### src/rtl/mcah_pkg.sv
// Shared types, codes and constants of the magnetometer calibration and heading block.
`default_nettype none

package mcah_pkg;

    // Field and register widths
    localparam int SAMPLE_W   = 16;
    localparam int AXIS_W     = 11;
    localparam int THR_W      = 15;
    localparam int COUNT_W    = 4;
    localparam int HEADING_W  = 16;
    localparam int STATUS_W   = 3;
    localparam int CFG_IDX_W  = 3;
    localparam int CFG_DATA_W = 16;

    // CORDIC widths: vector holds 17-bit inputs scaled by 256 plus gain, angle in 1/32768 degree
    localparam int VEC_W          = 28;
    localparam int ANG_W          = 25;
    localparam int TAB_W          = 21;
    localparam int ATAN_MAX_STEPS = 24;
    localparam int RND_W          = 18;
    localparam int WRAP_W         = 19;

    typedef logic [STATUS_W-1:0]  status_t;
    typedef logic [CFG_IDX_W-1:0] cfg_idx_t;

    // Result status codes
    localparam status_t ST_HEADING  = 3'd0;
    localparam status_t ST_USED     = 3'd1;
    localparam status_t ST_REJECTED = 3'd2;
    localparam status_t ST_FINISHED = 3'd3;
    localparam status_t ST_STARTED  = 3'd4;

    // Configuration register indexes
    localparam cfg_idx_t REG_REJECT_LIMIT   = 3'd0;
    localparam cfg_idx_t REG_ARM_THRESHOLD  = 3'd1;
    localparam cfg_idx_t REG_TURN_THRESHOLD = 3'd2;
    localparam cfg_idx_t REG_TURNS_NEEDED   = 3'd3;
    localparam cfg_idx_t REG_DECLINATION    = 3'd4;

    // Register reset values
    localparam logic [THR_W-1:0]          RST_REJECT_LIMIT   = 15'd600;
    localparam logic [THR_W-1:0]          RST_ARM_THRESHOLD  = 15'd40;
    localparam logic [THR_W-1:0]          RST_TURN_THRESHOLD = 15'd50;
    localparam logic [COUNT_W-1:0]        RST_TURNS_NEEDED   = 4'd3;
    localparam logic signed [SAMPLE_W-1:0] RST_DECLINATION   = 16'sd1320;

    // Axis saturation bounds and angle constants
    localparam logic signed [SAMPLE_W-1:0] AXIS_LO = -16'sd1024;
    localparam logic signed [SAMPLE_W-1:0] AXIS_HI = 16'sd1023;
    localparam logic signed [ANG_W-1:0]    QUARTER_ANGLE = 25'sd2949120;
    localparam logic signed [WRAP_W-1:0]   FULL_TURN     = 19'sd46080;
    localparam logic signed [WRAP_W-1:0]   TWO_TURNS     = 19'sd92160;

    // Controller to datapath commands
    typedef struct packed {
        logic load;
        logic start_cal;
        logic reject;
        logic cal_update;
        logic cal_check;
        logic cord_init;
        logic cord_step;
        logic round;
        logic wrap;
        logic publish;
    } cmd_t;

    // Datapath to controller status
    typedef struct packed {
        logic kind;
        logic calibrating;
        logic rejected;
        logic zero_vec;
        logic cord_last;
        logic out_space;
    } stat_t;

    // atan(2^-i) in units of 1/32768 degree, rounded
    function automatic logic [TAB_W-1:0] atan_entry(input logic [4:0] idx);
        logic [TAB_W-1:0] val;
        case (idx)
            5'd0:    val = 21'd1474560;
            5'd1:    val = 21'd870484;
            5'd2:    val = 21'd459940;
            5'd3:    val = 21'd233473;
            5'd4:    val = 21'd117189;
            5'd5:    val = 21'd58652;
            5'd6:    val = 21'd29333;
            5'd7:    val = 21'd14667;
            5'd8:    val = 21'd7334;
            5'd9:    val = 21'd3667;
            5'd10:   val = 21'd1833;
            5'd11:   val = 21'd917;
            5'd12:   val = 21'd458;
            5'd13:   val = 21'd229;
            5'd14:   val = 21'd115;
            5'd15:   val = 21'd57;
            5'd16:   val = 21'd29;
            5'd17:   val = 21'd14;
            5'd18:   val = 21'd7;
            5'd19:   val = 21'd4;
            5'd20:   val = 21'd2;
            5'd21:   val = 21'd1;
            default: val = 21'd0;
        endcase
        return val;
    endfunction

endpackage

`default_nettype wire

### src/rtl/mcah_if.sv
// Valid/ready channel interfaces for samples, results and configuration writes.
`default_nettype none

// Input items: sample or start-calibration command
interface mcah_in_if;
    logic                                 valid;
    logic                                 ready;
    logic                                 kind;
    logic signed [mcah_pkg::SAMPLE_W-1:0] raw_x;
    logic signed [mcah_pkg::SAMPLE_W-1:0] raw_y;
    logic signed [mcah_pkg::SAMPLE_W-1:0] raw_z;

    modport source (output valid, kind, raw_x, raw_y, raw_z, input ready);
    modport sink   (input valid, kind, raw_x, raw_y, raw_z, output ready);
endinterface

// Result items: heading and status
interface mcah_out_if;
    logic                           valid;
    logic                           ready;
    logic [mcah_pkg::HEADING_W-1:0] heading;
    logic [mcah_pkg::STATUS_W-1:0]  status;

    modport source (output valid, heading, status, input ready);
    modport sink   (input valid, heading, status, output ready);
endinterface

// Configuration register writes
interface mcah_cfg_if;
    logic                            valid;
    logic                            ready;
    logic [mcah_pkg::CFG_IDX_W-1:0]  index;
    logic [mcah_pkg::CFG_DATA_W-1:0] data;

    modport source (output valid, index, data, input ready);
    modport sink   (input valid, index, data, output ready);
endinterface

`default_nettype wire

### src/rtl/mcah_ctrl.sv
// Sequencing state machine: steps the datapath through one item at a time.
`default_nettype none

module mcah_ctrl (
    input  wire logic            clk,
    input  wire logic            rst_n,
    input  wire logic            in_valid,
    output logic                 in_ready,
    input  wire mcah_pkg::stat_t stat,
    output mcah_pkg::cmd_t       cmd
);

    localparam logic [3:0] S_IDLE      = 4'd0;
    localparam logic [3:0] S_DECIDE    = 4'd1;
    localparam logic [3:0] S_START     = 4'd2;
    localparam logic [3:0] S_CAL_UPD   = 4'd3;
    localparam logic [3:0] S_CAL_CHK   = 4'd4;
    localparam logic [3:0] S_CORD_INIT = 4'd5;
    localparam logic [3:0] S_CORD_ITER = 4'd6;
    localparam logic [3:0] S_ROUND     = 4'd7;
    localparam logic [3:0] S_WRAP      = 4'd8;
    localparam logic [3:0] S_DELIVER   = 4'd9;

    logic [3:0] state_reg;
    logic [3:0] state_next;

    // Next state and command decode
    always_comb
    begin
        state_next = state_reg;
        cmd        = '0;
        in_ready   = 1'b0;
        case (state_reg)
            S_IDLE:
            begin
                in_ready = 1'b1;
                if (in_valid)
                begin
                    cmd.load   = 1'b1;
                    state_next = S_DECIDE;
                end
            end
            S_DECIDE:
            begin
                if (stat.kind)
                    state_next = S_START;
                else if (stat.calibrating)
                    state_next = S_CAL_UPD;
                else
                    state_next = S_CORD_INIT;
            end
            S_START:
            begin
                cmd.start_cal = 1'b1;
                state_next    = S_DELIVER;
            end
            S_CAL_UPD:
            begin
                if (stat.rejected)
                begin
                    cmd.reject = 1'b1;
                    state_next = S_DELIVER;
                end
                else
                begin
                    cmd.cal_update = 1'b1;
                    state_next     = S_CAL_CHK;
                end
            end
            S_CAL_CHK:
            begin
                cmd.cal_check = 1'b1;
                state_next    = S_DELIVER;
            end
            S_CORD_INIT:
            begin
                cmd.cord_init = 1'b1;
                state_next    = S_CORD_ITER;
            end
            S_CORD_ITER:
            begin
                // a zero vector has angle 0 and skips the rotations
                if (stat.zero_vec)
                    state_next = S_ROUND;
                else
                begin
                    cmd.cord_step = 1'b1;
                    if (stat.cord_last)
                        state_next = S_ROUND;
                end
            end
            S_ROUND:
            begin
                cmd.round  = 1'b1;
                state_next = S_WRAP;
            end
            S_WRAP:
            begin
                cmd.wrap   = 1'b1;
                state_next = S_DELIVER;
            end
            S_DELIVER:
            begin
                if (stat.out_space)
                begin
                    cmd.publish = 1'b1;
                    state_next  = S_IDLE;
                end
            end
            default:
            begin
                state_next = S_IDLE;
            end
        endcase
    end

    // State register
    always_ff @(posedge clk or negedge rst_n)
    begin
        if (!rst_n)
            state_reg <= S_IDLE;
        else
            state_reg <= state_next;
    end

endmodule

`default_nettype wire

### src/rtl/mcah_dp.sv
// Datapath: config registers, calibration state, iterative CORDIC and output register.
`default_nettype none

module mcah_dp #(
    parameter int ATAN_STEPS = 16
) (
    input  wire logic                                  clk,
    input  wire logic                                  rst_n,
    input  wire mcah_pkg::cmd_t                        cmd,
    output mcah_pkg::stat_t                            stat,
    input  wire logic                                  in_kind,
    input  wire logic signed [mcah_pkg::SAMPLE_W-1:0]  in_raw_x,
    input  wire logic signed [mcah_pkg::SAMPLE_W-1:0]  in_raw_y,
    input  wire logic signed [mcah_pkg::SAMPLE_W-1:0]  in_raw_z,
    input  wire logic                                  cfg_we,
    input  wire mcah_pkg::cfg_idx_t                    cfg_index,
    input  wire logic [mcah_pkg::CFG_DATA_W-1:0]       cfg_data,
    input  wire logic                                  out_ready,
    output logic                                       out_valid,
    output logic [mcah_pkg::HEADING_W-1:0]             out_heading,
    output mcah_pkg::status_t                          out_status
);

    localparam int SW = mcah_pkg::SAMPLE_W;
    localparam int AW = mcah_pkg::AXIS_W;
    localparam int VW = mcah_pkg::VEC_W;
    localparam int GW = mcah_pkg::ANG_W;
    localparam int STEPS_EFF = (ATAN_STEPS > mcah_pkg::ATAN_MAX_STEPS) ?
                               mcah_pkg::ATAN_MAX_STEPS : ATAN_STEPS;
    localparam int STEP_W = (STEPS_EFF > 1) ? $clog2(STEPS_EFF) : 1;
    localparam logic [STEP_W-1:0] LAST_STEP = STEP_W'(STEPS_EFF - 1);

    // Configuration registers
    logic [mcah_pkg::THR_W-1:0]   reject_limit_reg;
    logic [mcah_pkg::THR_W-1:0]   arm_threshold_reg;
    logic [mcah_pkg::THR_W-1:0]   turn_threshold_reg;
    logic [mcah_pkg::COUNT_W-1:0] turns_needed_reg;
    logic signed [SW-1:0]         declination_reg;

    // Latched item
    logic                 kind_reg;
    logic signed [SW-1:0] raw_reg [3];

    // Calibration state
    logic                              calibrating_reg;
    logic signed [AW-1:0]              min_reg   [3];
    logic signed [AW-1:0]              max_reg   [3];
    logic                              armed_reg [3];
    logic [mcah_pkg::COUNT_W-1:0]      count_reg [3];
    logic signed [AW-1:0]              off_reg   [3];

    // CORDIC state
    logic signed [VW-1:0]              vx_reg;
    logic signed [VW-1:0]              vy_reg;
    logic signed [GW-1:0]              ang_reg;
    logic [STEP_W-1:0]                 step_reg;
    logic                              zero_reg;
    logic signed [mcah_pkg::RND_W-1:0] rnd_reg;

    // Result staging and output register
    mcah_pkg::status_t              res_status_reg;
    logic [mcah_pkg::HEADING_W-1:0] res_heading_reg;
    logic                           out_valid_reg;
    mcah_pkg::status_t              out_status_reg;
    logic [mcah_pkg::HEADING_W-1:0] out_heading_reg;

    // Per-axis calibration terms
    logic [SW-1:0]                mag       [3];
    logic signed [AW-1:0]         sat       [3];
    logic                         armed_next[3];
    logic [mcah_pkg::COUNT_W-1:0] count_next[3];
    logic signed [AW-1:0]         off_next  [3];
    logic signed [AW:0]           mid_sum   [3];
    logic                         rejected;
    logic                         done;

    always_comb
    begin
        rejected = 1'b0;
        done     = 1'b1;
        for (int a = 0; a < 3; a++)
        begin
            mag[a] = raw_reg[a][SW-1] ? SW'(-raw_reg[a]) : raw_reg[a];
            if (raw_reg[a] < mcah_pkg::AXIS_LO)
                sat[a] = AW'(mcah_pkg::AXIS_LO);
            else if (raw_reg[a] > mcah_pkg::AXIS_HI)
                sat[a] = AW'(mcah_pkg::AXIS_HI);
            else
                sat[a] = raw_reg[a][AW-1:0];
            if (mag[a] > {1'b0, reject_limit_reg})
                rejected = 1'b1;
            // hysteresis turn detector
            armed_next[a] = armed_reg[a];
            count_next[a] = count_reg[a];
            if (armed_reg[a])
            begin
                if (mag[a] > {1'b0, turn_threshold_reg})
                begin
                    armed_next[a] = 1'b0;
                    if (count_reg[a] != '1)
                        count_next[a] = count_reg[a] + 1'b1;
                end
            end
            else if (mag[a] < {1'b0, arm_threshold_reg})
                armed_next[a] = 1'b1;
            if (count_reg[a] < turns_needed_reg)
                done = 1'b0;
            // midpoint, truncated toward zero
            mid_sum[a]  = {max_reg[a][AW-1], max_reg[a]} + {min_reg[a][AW-1], min_reg[a]};
            off_next[a] = AW'((mid_sum[a] + {{AW{1'b0}}, mid_sum[a][AW]}) >>> 1);
        end
    end

    // Offset correction and half-plane pre-rotation
    logic signed [SW-1:0] cx;
    logic signed [SW-1:0] cy;
    logic signed [SW:0]   cx17;
    logic signed [SW:0]   cy17;
    logic signed [SW:0]   ix;
    logic signed [SW:0]   iy;
    logic signed [GW-1:0] iz;

    always_comb
    begin
        cx   = raw_reg[0] - {{(SW-AW){off_reg[0][AW-1]}}, off_reg[0]};
        cy   = raw_reg[1] - {{(SW-AW){off_reg[1][AW-1]}}, off_reg[1]};
        cx17 = {cx[SW-1], cx};
        cy17 = {cy[SW-1], cy};
        ix   = cx17;
        iy   = cy17;
        iz   = '0;
        if (cx < 0)
        begin
            if (cy >= 0)
            begin
                ix = cy17;
                iy = -cx17;
                iz = mcah_pkg::QUARTER_ANGLE;
            end
            else
            begin
                ix = -cy17;
                iy = cx17;
                iz = -mcah_pkg::QUARTER_ANGLE;
            end
        end
    end

    // One CORDIC rotation
    logic signed [VW-1:0] xs;
    logic signed [VW-1:0] ys;
    logic signed [GW-1:0] tab;

    always_comb
    begin
        xs  = vx_reg >>> step_reg;
        ys  = vy_reg >>> step_reg;
        tab = {{(GW-mcah_pkg::TAB_W){1'b0}}, mcah_pkg::atan_entry(5'(step_reg))};
    end

    // Declination add and rounding to 1/128 degree
    logic signed [GW:0] total;

    always_comb
    begin
        total = {ang_reg[GW-1], ang_reg}
              + {{(GW+1-SW-8){declination_reg[SW-1]}}, declination_reg, 8'd0}
              + (GW+1)'(128);
    end

    // Reduction into one full turn
    logic signed [mcah_pkg::WRAP_W-1:0] rw;
    logic signed [mcah_pkg::WRAP_W-1:0] rw_up1;
    logic signed [mcah_pkg::WRAP_W-1:0] rw_up2;
    logic signed [mcah_pkg::WRAP_W-1:0] rw_dn;
    logic signed [mcah_pkg::WRAP_W-1:0] rw_sel;

    always_comb
    begin
        rw     = {rnd_reg[mcah_pkg::RND_W-1], rnd_reg};
        rw_up1 = rw + mcah_pkg::FULL_TURN;
        rw_up2 = rw + mcah_pkg::TWO_TURNS;
        rw_dn  = rw - mcah_pkg::FULL_TURN;
        if (rw < 0)
            rw_sel = (rw_up1 < 0) ? rw_up2 : rw_up1;
        else if (rw >= mcah_pkg::FULL_TURN)
            rw_sel = rw_dn;
        else
            rw_sel = rw;
    end

    logic out_space;
    assign out_space = !out_valid_reg || out_ready;

    // Status to controller
    always_comb
    begin
        stat.kind        = kind_reg;
        stat.calibrating = calibrating_reg;
        stat.rejected    = rejected;
        stat.zero_vec    = zero_reg;
        stat.cord_last   = (step_reg == LAST_STEP);
        stat.out_space   = out_space;
    end

    // Configuration registers
    always_ff @(posedge clk or negedge rst_n)
    begin
        if (!rst_n)
        begin
            reject_limit_reg   <= mcah_pkg::RST_REJECT_LIMIT;
            arm_threshold_reg  <= mcah_pkg::RST_ARM_THRESHOLD;
            turn_threshold_reg <= mcah_pkg::RST_TURN_THRESHOLD;
            turns_needed_reg   <= mcah_pkg::RST_TURNS_NEEDED;
            declination_reg    <= mcah_pkg::RST_DECLINATION;
        end
        else if (cfg_we)
        begin
            case (cfg_index)
                mcah_pkg::REG_REJECT_LIMIT:   reject_limit_reg   <= cfg_data[mcah_pkg::THR_W-1:0];
                mcah_pkg::REG_ARM_THRESHOLD:  arm_threshold_reg  <= cfg_data[mcah_pkg::THR_W-1:0];
                mcah_pkg::REG_TURN_THRESHOLD: turn_threshold_reg <= cfg_data[mcah_pkg::THR_W-1:0];
                mcah_pkg::REG_TURNS_NEEDED:   turns_needed_reg   <= cfg_data[mcah_pkg::COUNT_W-1:0];
                mcah_pkg::REG_DECLINATION:    declination_reg    <= cfg_data;
                default:                      ;
            endcase
        end
    end

    // Calibration state
    always_ff @(posedge clk or negedge rst_n)
    begin
        if (!rst_n)
        begin
            calibrating_reg <= 1'b0;
            for (int a = 0; a < 3; a++)
            begin
                min_reg[a]   <= '0;
                max_reg[a]   <= '0;
                armed_reg[a] <= 1'b0;
                count_reg[a] <= '0;
                off_reg[a]   <= '0;
            end
        end
        else if (cmd.start_cal)
        begin
            calibrating_reg <= 1'b1;
            for (int a = 0; a < 3; a++)
            begin
                min_reg[a]   <= '0;
                max_reg[a]   <= '0;
                armed_reg[a] <= 1'b0;
                count_reg[a] <= '0;
            end
        end
        else if (cmd.cal_update)
        begin
            for (int a = 0; a < 3; a++)
            begin
                if (sat[a] < min_reg[a])
                    min_reg[a] <= sat[a];
                if (sat[a] > max_reg[a])
                    max_reg[a] <= sat[a];
                armed_reg[a] <= armed_next[a];
                count_reg[a] <= count_next[a];
            end
        end
        else if (cmd.cal_check && done)
        begin
            calibrating_reg <= 1'b0;
            for (int a = 0; a < 3; a++)
                off_reg[a] <= off_next[a];
        end
    end

    // Item latch, CORDIC iterations and result staging
    always_ff @(posedge clk)
    begin
        if (cmd.load)
        begin
            kind_reg   <= in_kind;
            raw_reg[0] <= in_raw_x;
            raw_reg[1] <= in_raw_y;
            raw_reg[2] <= in_raw_z;
        end
        if (cmd.cord_init)
        begin
            vx_reg   <= {{(VW-SW-9){ix[SW]}}, ix, 8'd0};
            vy_reg   <= {{(VW-SW-9){iy[SW]}}, iy, 8'd0};
            ang_reg  <= iz;
            step_reg <= '0;
            zero_reg <= (cx == 0) && (cy == 0);
        end
        else if (cmd.cord_step)
        begin
            if (vy_reg < 0)
            begin
                vx_reg  <= vx_reg - ys;
                vy_reg  <= vy_reg + xs;
                ang_reg <= ang_reg - tab;
            end
            else
            begin
                vx_reg  <= vx_reg + ys;
                vy_reg  <= vy_reg - xs;
                ang_reg <= ang_reg + tab;
            end
            step_reg <= step_reg + 1'b1;
        end
        if (cmd.round)
            rnd_reg <= total[GW:8];
        if (cmd.start_cal)
        begin
            res_status_reg  <= mcah_pkg::ST_STARTED;
            res_heading_reg <= '0;
        end
        else if (cmd.reject)
        begin
            res_status_reg  <= mcah_pkg::ST_REJECTED;
            res_heading_reg <= '0;
        end
        else if (cmd.cal_check)
        begin
            res_status_reg  <= done ? mcah_pkg::ST_FINISHED : mcah_pkg::ST_USED;
            res_heading_reg <= '0;
        end
        else if (cmd.wrap)
        begin
            res_status_reg  <= mcah_pkg::ST_HEADING;
            res_heading_reg <= rw_sel[mcah_pkg::HEADING_W-1:0];
        end
    end

    // Output register
    always_ff @(posedge clk or negedge rst_n)
    begin
        if (!rst_n)
            out_valid_reg <= 1'b0;
        else if (cmd.publish)
            out_valid_reg <= 1'b1;
        else if (out_ready)
            out_valid_reg <= 1'b0;
    end

    always_ff @(posedge clk)
    begin
        if (cmd.publish)
        begin
            out_status_reg  <= res_status_reg;
            out_heading_reg <= res_heading_reg;
        end
    end

    assign out_valid   = out_valid_reg;
    assign out_status  = out_status_reg;
    assign out_heading = out_heading_reg;

    // Checks
    a_publish_space: assert property (@(posedge clk) disable iff (!rst_n)
        cmd.publish |-> out_space)
        else $error("result published while output register still full");

    a_heading_zero: assert property (@(posedge clk) disable iff (!rst_n)
        (out_valid_reg && out_status_reg != mcah_pkg::ST_HEADING) |-> out_heading_reg == '0)
        else $error("non-heading result carries a heading");

    a_heading_range: assert property (@(posedge clk) disable iff (!rst_n)
        (out_valid_reg && out_status_reg == mcah_pkg::ST_HEADING)
            |-> out_heading_reg < mcah_pkg::HEADING_W'(46080))
        else $error("heading outside one full turn");

    a_finish_status: assert property (@(posedge clk) disable iff (!rst_n)
        $fell(calibrating_reg) |-> res_status_reg == mcah_pkg::ST_FINISHED)
        else $error("calibration ended without a finished result");

endmodule

`default_nettype wire

### src/rtl/magnetometer_calibrate_and_heading.sv
// Top level: magnetometer hard-iron calibration and atan2 compass heading.
//
// Channels: in_ch takes items (kind 0 = x/y/z sample, kind 1 = start calibration);
// out_ch returns exactly one result per item (heading in 1/128 degree and status);
// cfg_ch writes the five configuration registers and is always ready.
// Items are handled one at a time. A heading passes from the input transfer through
// decision, CORDIC setup, the CORDIC iterations, rounding and wrapping to the output
// register; the iterations reuse one shift/add stage once per step, and an item whose
// corrected x and y are both zero skips the iterations. A calibration sample is recorded
// and then checked before delivery; a start command or a rejected sample skips the check.
// The input is ready again in the cycle after the result is loaded into the register.
// The output register lets the block take the next item while a result waits;
// if the receiver stalls, the next result is held internally until the register
// frees, and no further item is taken meanwhile.
// Reset puts the registers at their defaults, clears calibration state and offsets,
// and drops out valid.
`default_nettype none

module magnetometer_calibrate_and_heading #(
    parameter int ATAN_STEPS = 16
) (
    input  wire logic   clk,
    input  wire logic   rst_n,
    mcah_in_if.sink     in_ch,
    mcah_out_if.source  out_ch,
    mcah_cfg_if.sink    cfg_ch
);

    mcah_pkg::cmd_t  cmd;
    mcah_pkg::stat_t stat;
    logic            in_ready;

    // Configuration writes are accepted every cycle
    assign cfg_ch.ready = 1'b1;
    assign in_ch.ready  = in_ready;

    // Sequencer
    mcah_ctrl u_ctrl (
        .clk      (clk),
        .rst_n    (rst_n),
        .in_valid (in_ch.valid),
        .in_ready (in_ready),
        .stat     (stat),
        .cmd      (cmd)
    );

    // Datapath
    mcah_dp #(
        .ATAN_STEPS (ATAN_STEPS)
    ) u_dp (
        .clk         (clk),
        .rst_n       (rst_n),
        .cmd         (cmd),
        .stat        (stat),
        .in_kind     (in_ch.kind),
        .in_raw_x    (in_ch.raw_x),
        .in_raw_y    (in_ch.raw_y),
        .in_raw_z    (in_ch.raw_z),
        .cfg_we      (cfg_ch.valid),
        .cfg_index   (cfg_ch.index),
        .cfg_data    (cfg_ch.data),
        .out_ready   (out_ch.ready),
        .out_valid   (out_ch.valid),
        .out_heading (out_ch.heading),
        .out_status  (out_ch.status)
    );

endmodule

`default_nettype wire
### src/flat_wrapper.sv
// flat-port wrapper written by rule: the top's interface ports become plain ports
module magnetometer_calibrate_and_heading_flat 
#(
    parameter int ATAN_STEPS = 16
)
  (clk, rst_n, in_ch_valid, in_ch_kind, in_ch_raw_x, in_ch_raw_y, in_ch_raw_z, in_ch_ready, out_ch_valid, out_ch_heading, out_ch_status, out_ch_ready, cfg_ch_valid, cfg_ch_index, cfg_ch_data, cfg_ch_ready);
  mcah_in_if in_ch_i ();
  mcah_out_if out_ch_i ();
  mcah_cfg_if cfg_ch_i ();
  input  wire logic clk;
  input  wire logic rst_n;
  input wire logic [$bits(in_ch_i.valid)-1:0] in_ch_valid;
  input wire logic [$bits(in_ch_i.kind)-1:0] in_ch_kind;
  input wire logic [$bits(in_ch_i.raw_x)-1:0] in_ch_raw_x;
  input wire logic [$bits(in_ch_i.raw_y)-1:0] in_ch_raw_y;
  input wire logic [$bits(in_ch_i.raw_z)-1:0] in_ch_raw_z;
  output wire logic [$bits(in_ch_i.ready)-1:0] in_ch_ready;
  output wire logic [$bits(out_ch_i.valid)-1:0] out_ch_valid;
  output wire logic [$bits(out_ch_i.heading)-1:0] out_ch_heading;
  output wire logic [$bits(out_ch_i.status)-1:0] out_ch_status;
  input wire logic [$bits(out_ch_i.ready)-1:0] out_ch_ready;
  input wire logic [$bits(cfg_ch_i.valid)-1:0] cfg_ch_valid;
  input wire logic [$bits(cfg_ch_i.index)-1:0] cfg_ch_index;
  input wire logic [$bits(cfg_ch_i.data)-1:0] cfg_ch_data;
  output wire logic [$bits(cfg_ch_i.ready)-1:0] cfg_ch_ready;
  assign in_ch_i.valid = in_ch_valid;
  assign in_ch_i.kind = in_ch_kind;
  assign in_ch_i.raw_x = in_ch_raw_x;
  assign in_ch_i.raw_y = in_ch_raw_y;
  assign in_ch_i.raw_z = in_ch_raw_z;
  assign in_ch_ready = in_ch_i.ready;
  assign out_ch_valid = out_ch_i.valid;
  assign out_ch_heading = out_ch_i.heading;
  assign out_ch_status = out_ch_i.status;
  assign out_ch_i.ready = out_ch_ready;
  assign cfg_ch_i.valid = cfg_ch_valid;
  assign cfg_ch_i.index = cfg_ch_index;
  assign cfg_ch_i.data = cfg_ch_data;
  assign cfg_ch_ready = cfg_ch_i.ready;
  magnetometer_calibrate_and_heading #(.ATAN_STEPS(ATAN_STEPS)) u_core (.clk(clk), .rst_n(rst_n), .in_ch(in_ch_i), .out_ch(out_ch_i), .cfg_ch(cfg_ch_i));
endmodule
### config.mk
export PLATFORM = sky130hd
export DESIGN_NAME = magnetometer_calibrate_and_heading_flat
export DESIGN_NICKNAME = d
export VERILOG_FILES = /design/src/rtl/mcah_pkg.sv /design/src/rtl/mcah_if.sv /design/src/rtl/mcah_ctrl.sv /design/src/rtl/mcah_dp.sv /design/src/rtl/magnetometer_calibrate_and_heading.sv /design/src/flat_wrapper.sv
export SDC_FILE = /design/constraint.sdc
export NUM_CORES = 1
export LEC_CHECK = 0
export BUFFER_PORTS_ARGS = -buffer_cell sky130_fd_sc_hd__buf_2
export CAP_MARGIN = 15
export CORE_ASPECT_RATIO = 1.75
export CORE_UTILIZATION = 30
export DETAILED_ROUTE_END_ITERATION = 10
export GPL_TIMING_DRIVEN = 0
export PLACE_DENSITY = 0.45
export SYNTH_ARGS = -nofsm -noshare
export SYNTH_HDL_FRONTEND = slang
export SYNTH_SLANG_ARGS = --single-unit
### constraint.sdc
create_clock -name clk -period 8.65 [get_ports clk]
set_input_delay 1.2975 -clock clk [delete_from_list [all_inputs] [get_ports clk]]
set_output_delay 1.2975 -clock clk [all_outputs]
set_load 0.05 [all_outputs]
==> impl_metrics.ini, run 1 <==
[outcome]
outcome = finished, violations left
failed_checks = DRC

[drt]
drc = 12
vias = 26438
viasPerCell = 5.32
drt_iter0_markers = 1218
drt-total-wl_um = 112000
antenna_left = 0
drt-wirelength-per-cell_um = 22.5
drt_first_pass_iters = 8

[critical_path]
startpoint_type = flop
worstPathRequired_ns = 8.99
critical_path.max_fanout = 10
endpoint_kind = flop
critPathKind = flop to flop
crit_arrival_ns = 8.46

[placed_design]
placed_cells = 4891
gp_congestion = 0.926
hpwl_um = 91200
port-buffer-count = 93

[synthesis]
synthSimpleGateAreaFrac_pct = 14.9
ys_seq_area_share_pct = 30.4
synth_cells = 3441
yosys_warnings = 0
yosys.area.top_type = edfxtp_1
synth_compound_area_share_pct = 18.5
ys_top_cells_by_count = 361 x ha_1, 324 x nand2_1, 251 x a21oi_1
synthMuxAreaShare_pct = 9.17
syn_area_um2 = 31500
ys_ff_latch = 364
synthAdderAreaFrac_pct = 14.8
synth_ff_type = edfxtp_1
syn_nets = 3883
synth_area_leaders = edfxtp_1 14%, ha_1 14%, dfrtp_1 11%, xnor2_1 5.2%, a21oi_1 4.0%
synth_top_area_share_pct = 14.5
synth-xor-area-share_pct = 7.96
synth_edf_count = 152
synth_top_family_by_area = compound AO/OA/AOI/OAI gates
async_flop_share_pct = 41.8
synth_cell_type_count = 101
synth.most_common_cell = ha_1
synth.avg_cell_area_um2 = 9.17

[power_and_ir_drop]
p_switching_uw = 6540
clkPwrFrac_pct = 12.9
p_int_uw = 6820
peakVddDrop_mv = 0.204
swShare_pct = 49.0
powerDensity_nw_per_um2 = 381
combPwrFrac_pct = 66.7
seq_power_share_pct = 20.5
power_leakage_uw = 0.0146

[cts]
h-tree-depth = 2
cts_sinks = 364
cts_resized = 0
cts_root_buffer = clkbuf_16
clockBufferDepth = 3
cts_made_buffers = 39
clk_pin_slew_worst_paths_ns = 0.06
ctsHoldBuffers = 0
cts_setup_buffers = 0
clk_latency_ns = 0.59
cts_tree = yes

[min_path]
hp-class = flop to flop

[sta]
maxSlewHeadroom_pct = 21.4
fin_setup_tns_ns = 0
rsz0062_at_grt = no
tightest_slew_ns = 1.15
timing.final.crit_period_ns = 8.11
slew_viol_final = 0
skew_ns = 0.0198
post-route-period-util_pct = 93.8
finalSetupViolations = 0
hold_viol_final = 0
max_freq_mhz = 123

[global_routing]
track_usage_pct = 21.0
grt_pass1_wl_um = 168000
antenna_found_initial = 2
grt_pass1_vias = 27119
grt_max_degree = 91
grt_overflow = 0

[finish]
layout-drive-gt1-share_pct = 9.86
layout.cells.non_filler = 4965
largest_reg_flops = 48
area_growth_pct = 11.2
multi_input_area_um2 = 20700
register_area_um2 = 9590
fillers = 11027
nNetsFinal = 4023

[die]
coreArea_um2 = 105000
die_h_um = 431
die_w_um = 247
start_util_pct = 30.2
design.die.area_um2 = 107000
io_pins = 95
num_rows = 157

[job]
maxCapViolCount = 0
-- layout make-up --
cell class,count,share of cell area [%]
repair buffers,99,1.67
clock buffers,47,2.92
flip-flops and latches,364,27.3
plain buffers,126,1.66
well taps,1351,4.82
multi-input cells,2755,58.9
inverters,196,2.10
clock inverters,24,0.627
diodes,3,0.0214
-- critical path, cell delays in order (launching register included) --
cell	delay [ns]
dfxtp_1	0.41
buf_4	0.24
buf_4	0.25
clkbuf_1	0.46
buf_1	0.64
clkbuf_1	0.61
clkbuf_1	0.68
a31o_2	0.30
ha_1	0.17
and3_1	0.14
clkbuf_1	0.29
nand2_1	0.08
nor3_1	0.37
a31oi_1	0.18
xnor2_1	0.30
ha_1	0.34
a21o_1	0.18
a21o_1	0.17
a21oi_1	0.20
o21ai_0	0.13
a221o_1	0.34
a41o_1	0.28
o41ai_1	0.50
o21ai_0	0.23
xnor3_1	0.20
and2_1	0.16
-- routing by layer --
layer | vias to the layer above | wire length [µm] | GRT usage [%]
met2 | 591 | 60200 | 40.3
li1 | 12937 | - | -
met1 | 12674 | 41900 | 21.9
met5 | - | 0 | 0
met4 | 0 | 6520 | 11.5
met3 | 236 | 3240 | 1.99
-- worst paths after layout --
path | from | endpoint | slack [ns] | depth (start not counted)
worst max-delay path | u_core.u_dp.step_reg[2] | u_core.u_dp.vx_reg[27] | 0.54 | 25
worst min-delay path | u_core.u_dp.res_heading_reg[4] | u_core.u_dp.out_heading[4] | 0.43 | 0
worst max register to register | u_core.u_dp.step_reg[2] | u_core.u_dp.vx_reg[27] | 0.54 | 25
worst min register to register | u_core.u_dp.res_heading_reg[4] | u_core.u_dp.out_heading[4] | 0.43 | 0
max in group asynchronous | rst_n | u_core.u_dp.declination_reg[10] | 7.01 | 2
min in group asynchronous | rst_n | u_core.u_dp.max_reg[19] | 0.65 | 1
-- layout by cell type, fill, tap and decap left out, drive strengths merged, types with 98 or more instances in the layout --
cell and count:
a21o 110, a21oi 252, buf 143, clkbuf 129, dfrtp 137, edfxtp 152, ha 361, inv 197
nand2 325, nor2 238, o21ai 226, xnor2 186, xor2 98
-- power by group through the flow --
stage	clock [µW]	combinational [µW]	sequential, µW
6_report	1720	8900	2730
5_1_grt	1830	9870	2780
4_1_cts	1780	8910	2740
3_5_place_dp	0	8830	2770
3_3_place_gp	0	8810	2780
2_1_floorplan	0	6530	2630
-- stage by stage --
step | hold slack (ns) | area [µm²] | util (%) | setup slack [ns] | power, µW
6_report | 0.433 | 35100 | 33.6 | 0.537 | 13400
5_1_grt | 0.454 | 35100 | 33.6 | 0.169 | 14500
4_1_cts | 0.435 | 35100 | 33.6 | 0.651 | 13400
3_5_place_dp | 0.415 | 33800 | 32.4 | 0.711 | 11600
3_3_place_gp | 0.416 | 33700 | 32.2 | 0.664 | 11600
2_1_floorplan | 0.403 | 31500 | - | 2.91 | 9160
-- cell families (layout without fill, tap and decap cells) --
group	after synthesis	in the layout
other	1	4
DFF	364	364
muxes	197	197
AOI/OAI and AO/OA	918	918
and+or+nand+nor	985	985
xor gates and xnor gates	285	285
buffers and inverters	322	492
adders and majority gates	369	369
Power figures use the tool's default switching activity.
==> run 2, diff against run 1 <==
--- a/config.mk
+++ b/config.mk
@@ -8,10 +8,11 @@
 export BUFFER_PORTS_ARGS = -buffer_cell sky130_fd_sc_hd__buf_2
 export CAP_MARGIN = 15
 export CORE_ASPECT_RATIO = 1.75
-export CORE_UTILIZATION = 30
+export CORE_UTILIZATION = 45
 export DETAILED_ROUTE_END_ITERATION = 10
 export GPL_TIMING_DRIVEN = 0
-export PLACE_DENSITY = 0.45
+export PLACE_DENSITY = 0.62
 export SYNTH_ARGS = -nofsm -noshare
 export SYNTH_HDL_FRONTEND = slang
+export SYNTH_HIERARCHICAL = 1
 export SYNTH_SLANG_ARGS = --single-unit
==> run 2 against run 1 <==
The run now ends clean. Critical path depth fell by 2. Sequential share of layout area up 0.094 points. Wire length down 1.9%. Worst setup slack worse by 0.057 ns. Clock skew rose by 0.0054 ns. Sequential power about the same. Combinational power decreased by 5.6%. Hold slack better by 0.0044 ns. Non-clock buffer count rose by 9. Final area is 0.34% lower. Die area shrank 33%.
==> impl_metrics.ini, run 2 <==
[drt]
drc = 0
viasPerCell = 6.03
drt_first_pass_iters = 9
drt-total-wl_um = 110000
antenna_left = 0
vias = 27796
drt_iter0_markers = 1786
drt-wirelength-per-cell_um = 23.8

[critical_path]
critPathKind = flop to flop
worstPathRequired_ns = 8.98
reg2reg_setup_slack_ns = 0.48
reg2reg_depth = 23
cp-startpoint = u_core/u_dp/step_reg[2]
endpoint_kind = flop
cp-endpoint = u_core/u_dp/vy_reg[20]
startpoint_type = flop
rr_endpoint = u_core/u_dp/vy_reg[20]
critical_path.max_fanout = 10
crit_arrival_ns = 8.50
r2r-start = u_core/u_dp/step_reg[2]

[die]
io_pins = 95
start_util_pct = 45.6
design.die.area_um2 = 71900
coreArea_um2 = 69800
die_h_um = 354
num_rows = 128
die_w_um = 203

[placed_design]
gp_congestion = 1.08
place_ws_ns = 0.492
hpwl_um = 87200
port-buffer-count = 93

[synthesis]
ys_seq_area_share_pct = 30.1
synth.avg_cell_area_um2 = 9.03
yosys_warnings = 6
synth.most_common_cell = ha_1
ys_ff_latch = 364
yosys.area.top_type = edfxtp_1
synth_cell_type_count = 99
synth_area_leaders = edfxtp_1 14%, ha_1 14%, dfrtp_1 11%, xnor2_1 4.8%, o21ai_0 3.9%
syn_area_um2 = 31800
syn_nets = 3967
ys_top_cells_by_count = 361 x ha_1, 289 x nor2_1, 288 x nand2_1
synth_cells = 3525
synth_ff_type = edfxtp_1
synth_edf_count = 152
async_flop_share_pct = 41.8
synth_top_area_share_pct = 14.3

[power_and_ir_drop]
p_total_uw = 13000
swShare_pct = 48.8
power_leakage_uw = 0.0146
p_switching_uw = 6350
peakVddDrop_mv = 0.208
seq_power_share_pct = 20.9
clkPwrFrac_pct = 14.6
p_int_uw = 6670
combPwrFrac_pct = 64.5
powerDensity_nw_per_um2 = 372

[outcome]
outcome = completed

[finish]
layout-drive-gt1-share_pct = 9.71
fillers = 6748
area_growth_pct = 9.87
final_common_cell = ha_1
nNetsFinal = 4106
layout_common_cells = 361 x ha_1, 288 x nor2_1, 288 x nand2_1
largest_reg_flops = 48
final_util_pct = 50.1

[cts]
clk_latency_ns = 0.60
ctsHoldBuffers = 0
h-tree-depth = 2
cts_resized = 0
cts_sinks = 364
cts_tree = yes
cts_made_buffers = 40
cts_setup_buffers = 0
cts_root_buffer = clkbuf_16
clk_pin_slew_worst_paths_ns = 0.07
clockBufferDepth = 3

[global_routing]
antenna_found_initial = 1
grt_overflow = 0
grt_max_degree = 104
grt_pass1_vias = 27594
grt_pass1_wl_um = 164000
track_usage_pct = 30.4

[sta]
fin_setup_tns_ns = 0
hold_viol_final = 0
slew_viol_final = 0
post-route-period-util_pct = 94.4
skew_ns = 0.0252
max_freq_mhz = 122
timing.final.crit_period_ns = 8.17
fin_ws_ns = 0.480
tightest_slew_ns = 1.28
finalSetupViolations = 0
rsz0062_at_grt = no
maxSlewHeadroom_pct = 12.1

[min_path]
hp-class = flop to flop

[job]
maxCapViolCount = 0
[run 2: cell count changes after synthesis, sizes merged, moves of 13 or more]
cell,delta
nor2,+51
nand2,-37
a211oi,+31
mux2,-16
a21oi,-23
mux2i,+21
o21ai,+33
nand2b,+17
a22oi,+13
[run 2: routing by layer]
layer	wire, µm	global-route usage (%)	part of all wire (%)
met5	0	0	0
met3	5160	4.11	4.7
met4	9970	24.0	9.1
met1	37600	29.6	34
met2	57000	56.8	52
[run 2: worst max-delay path, cell delays in order (launching register included)]
cell and delay (ns):
dfxtp_1 0.49, clkbuf_1 0.58, buf_1 0.61, buf_2 0.45
clkbuf_1 0.53, buf_1 0.62, clkbuf_1 0.52, nand2_1 0.11
a21oi_1 0.16, a21oi_1 0.11, ha_1 0.35, nor2_1 0.10
a21oi_1 0.11, fa_1 0.49, a21o_1 0.21, a21o_1 0.21
a2111oi_0 0.57, or3_1 0.21, a21oi_1 0.09, o41ai_1 0.54
nand2_1 0.26, nand4b_1 0.16, a31oi_1 0.15, a221o_1 0.29
[run 2: layout make-up]
cell class              instances  area, µm²  share of cell area, %
diodes                          2       5.00                 0.0143
plain buffers                 137        671                   1.92
clock buffers                  46       1050                   3.02
clock inverters                28        382                   1.09
inverters                     206        773                   2.21
multi-input cells            2818      20800                   59.5
flip-flops and latches        364       9590                   27.4
well taps                     910       1140                   3.26
repair buffers                 97        556                   1.59
[run 2: worst min path at each step]
| stage | start | end | slack [ns] | cells past startpoint |
|---|---|---|---|---|
| 3_3_place_gp | u_core/u_dp/res_status_reg[1] | u_core/u_dp/out_status[1] | 0.42 | 0 |
| 3_5_place_dp | u_core/u_dp/res_heading_reg[5] | u_core/u_dp/out_heading[5] | 0.42 | 0 |
| 4_1_cts | u_core/u_dp/res_status_reg[1] | u_core/u_dp/out_status[1] | 0.44 | 0 |
| 5_1_grt | u_core/u_dp/res_status_reg[1] | u_core/u_dp/out_status[1] | 0.46 | 0 |
| 6_report | u_core/u_dp/res_status_reg[1] | u_core/u_dp/out_status[1] | 0.44 | 0 |
| 2_1_floorplan | u_core/u_dp/res_status_reg[1] | u_core/u_dp/out_status[1] | 0.40 | 0 |
[run 2: metrics by stage]
stage,hold WS (ns),instance area (µm²),instances
floorplan,0.400,31800,3525
global placement,0.417,33400,4528
detailed placement,0.422,33500,4531
CTS,0.440,35000,4605
global route,0.460,35000,4607
finish,0.438,35000,4608
[run 2: kinds of logic (layout without fill, tap and decap cells)]
logic type,Yosys count,after routing,share of synthesized area (%)
and+or+nand+nor,1021,1021,15.5
AOI/OAI and AO/OA,956,956,19.0
adders and majority gates,369,369,14.7
DFF,364,364,30.1
buffers and inverters,343,514,4.54
xor gates and xnor gates,278,278,7.69
muxes,193,193,8.40
other,1,3,0.0118
[run 2: power by group through the flow]
stage	clock, µW	sequential [µW]	combinational, µW
CTS	1940	2710	8270
global route	2000	2760	9180
finish	1900	2720	8400
detailed placement	0	2750	8200
floorplan	0	2650	5980
global placement	0	2750	8130
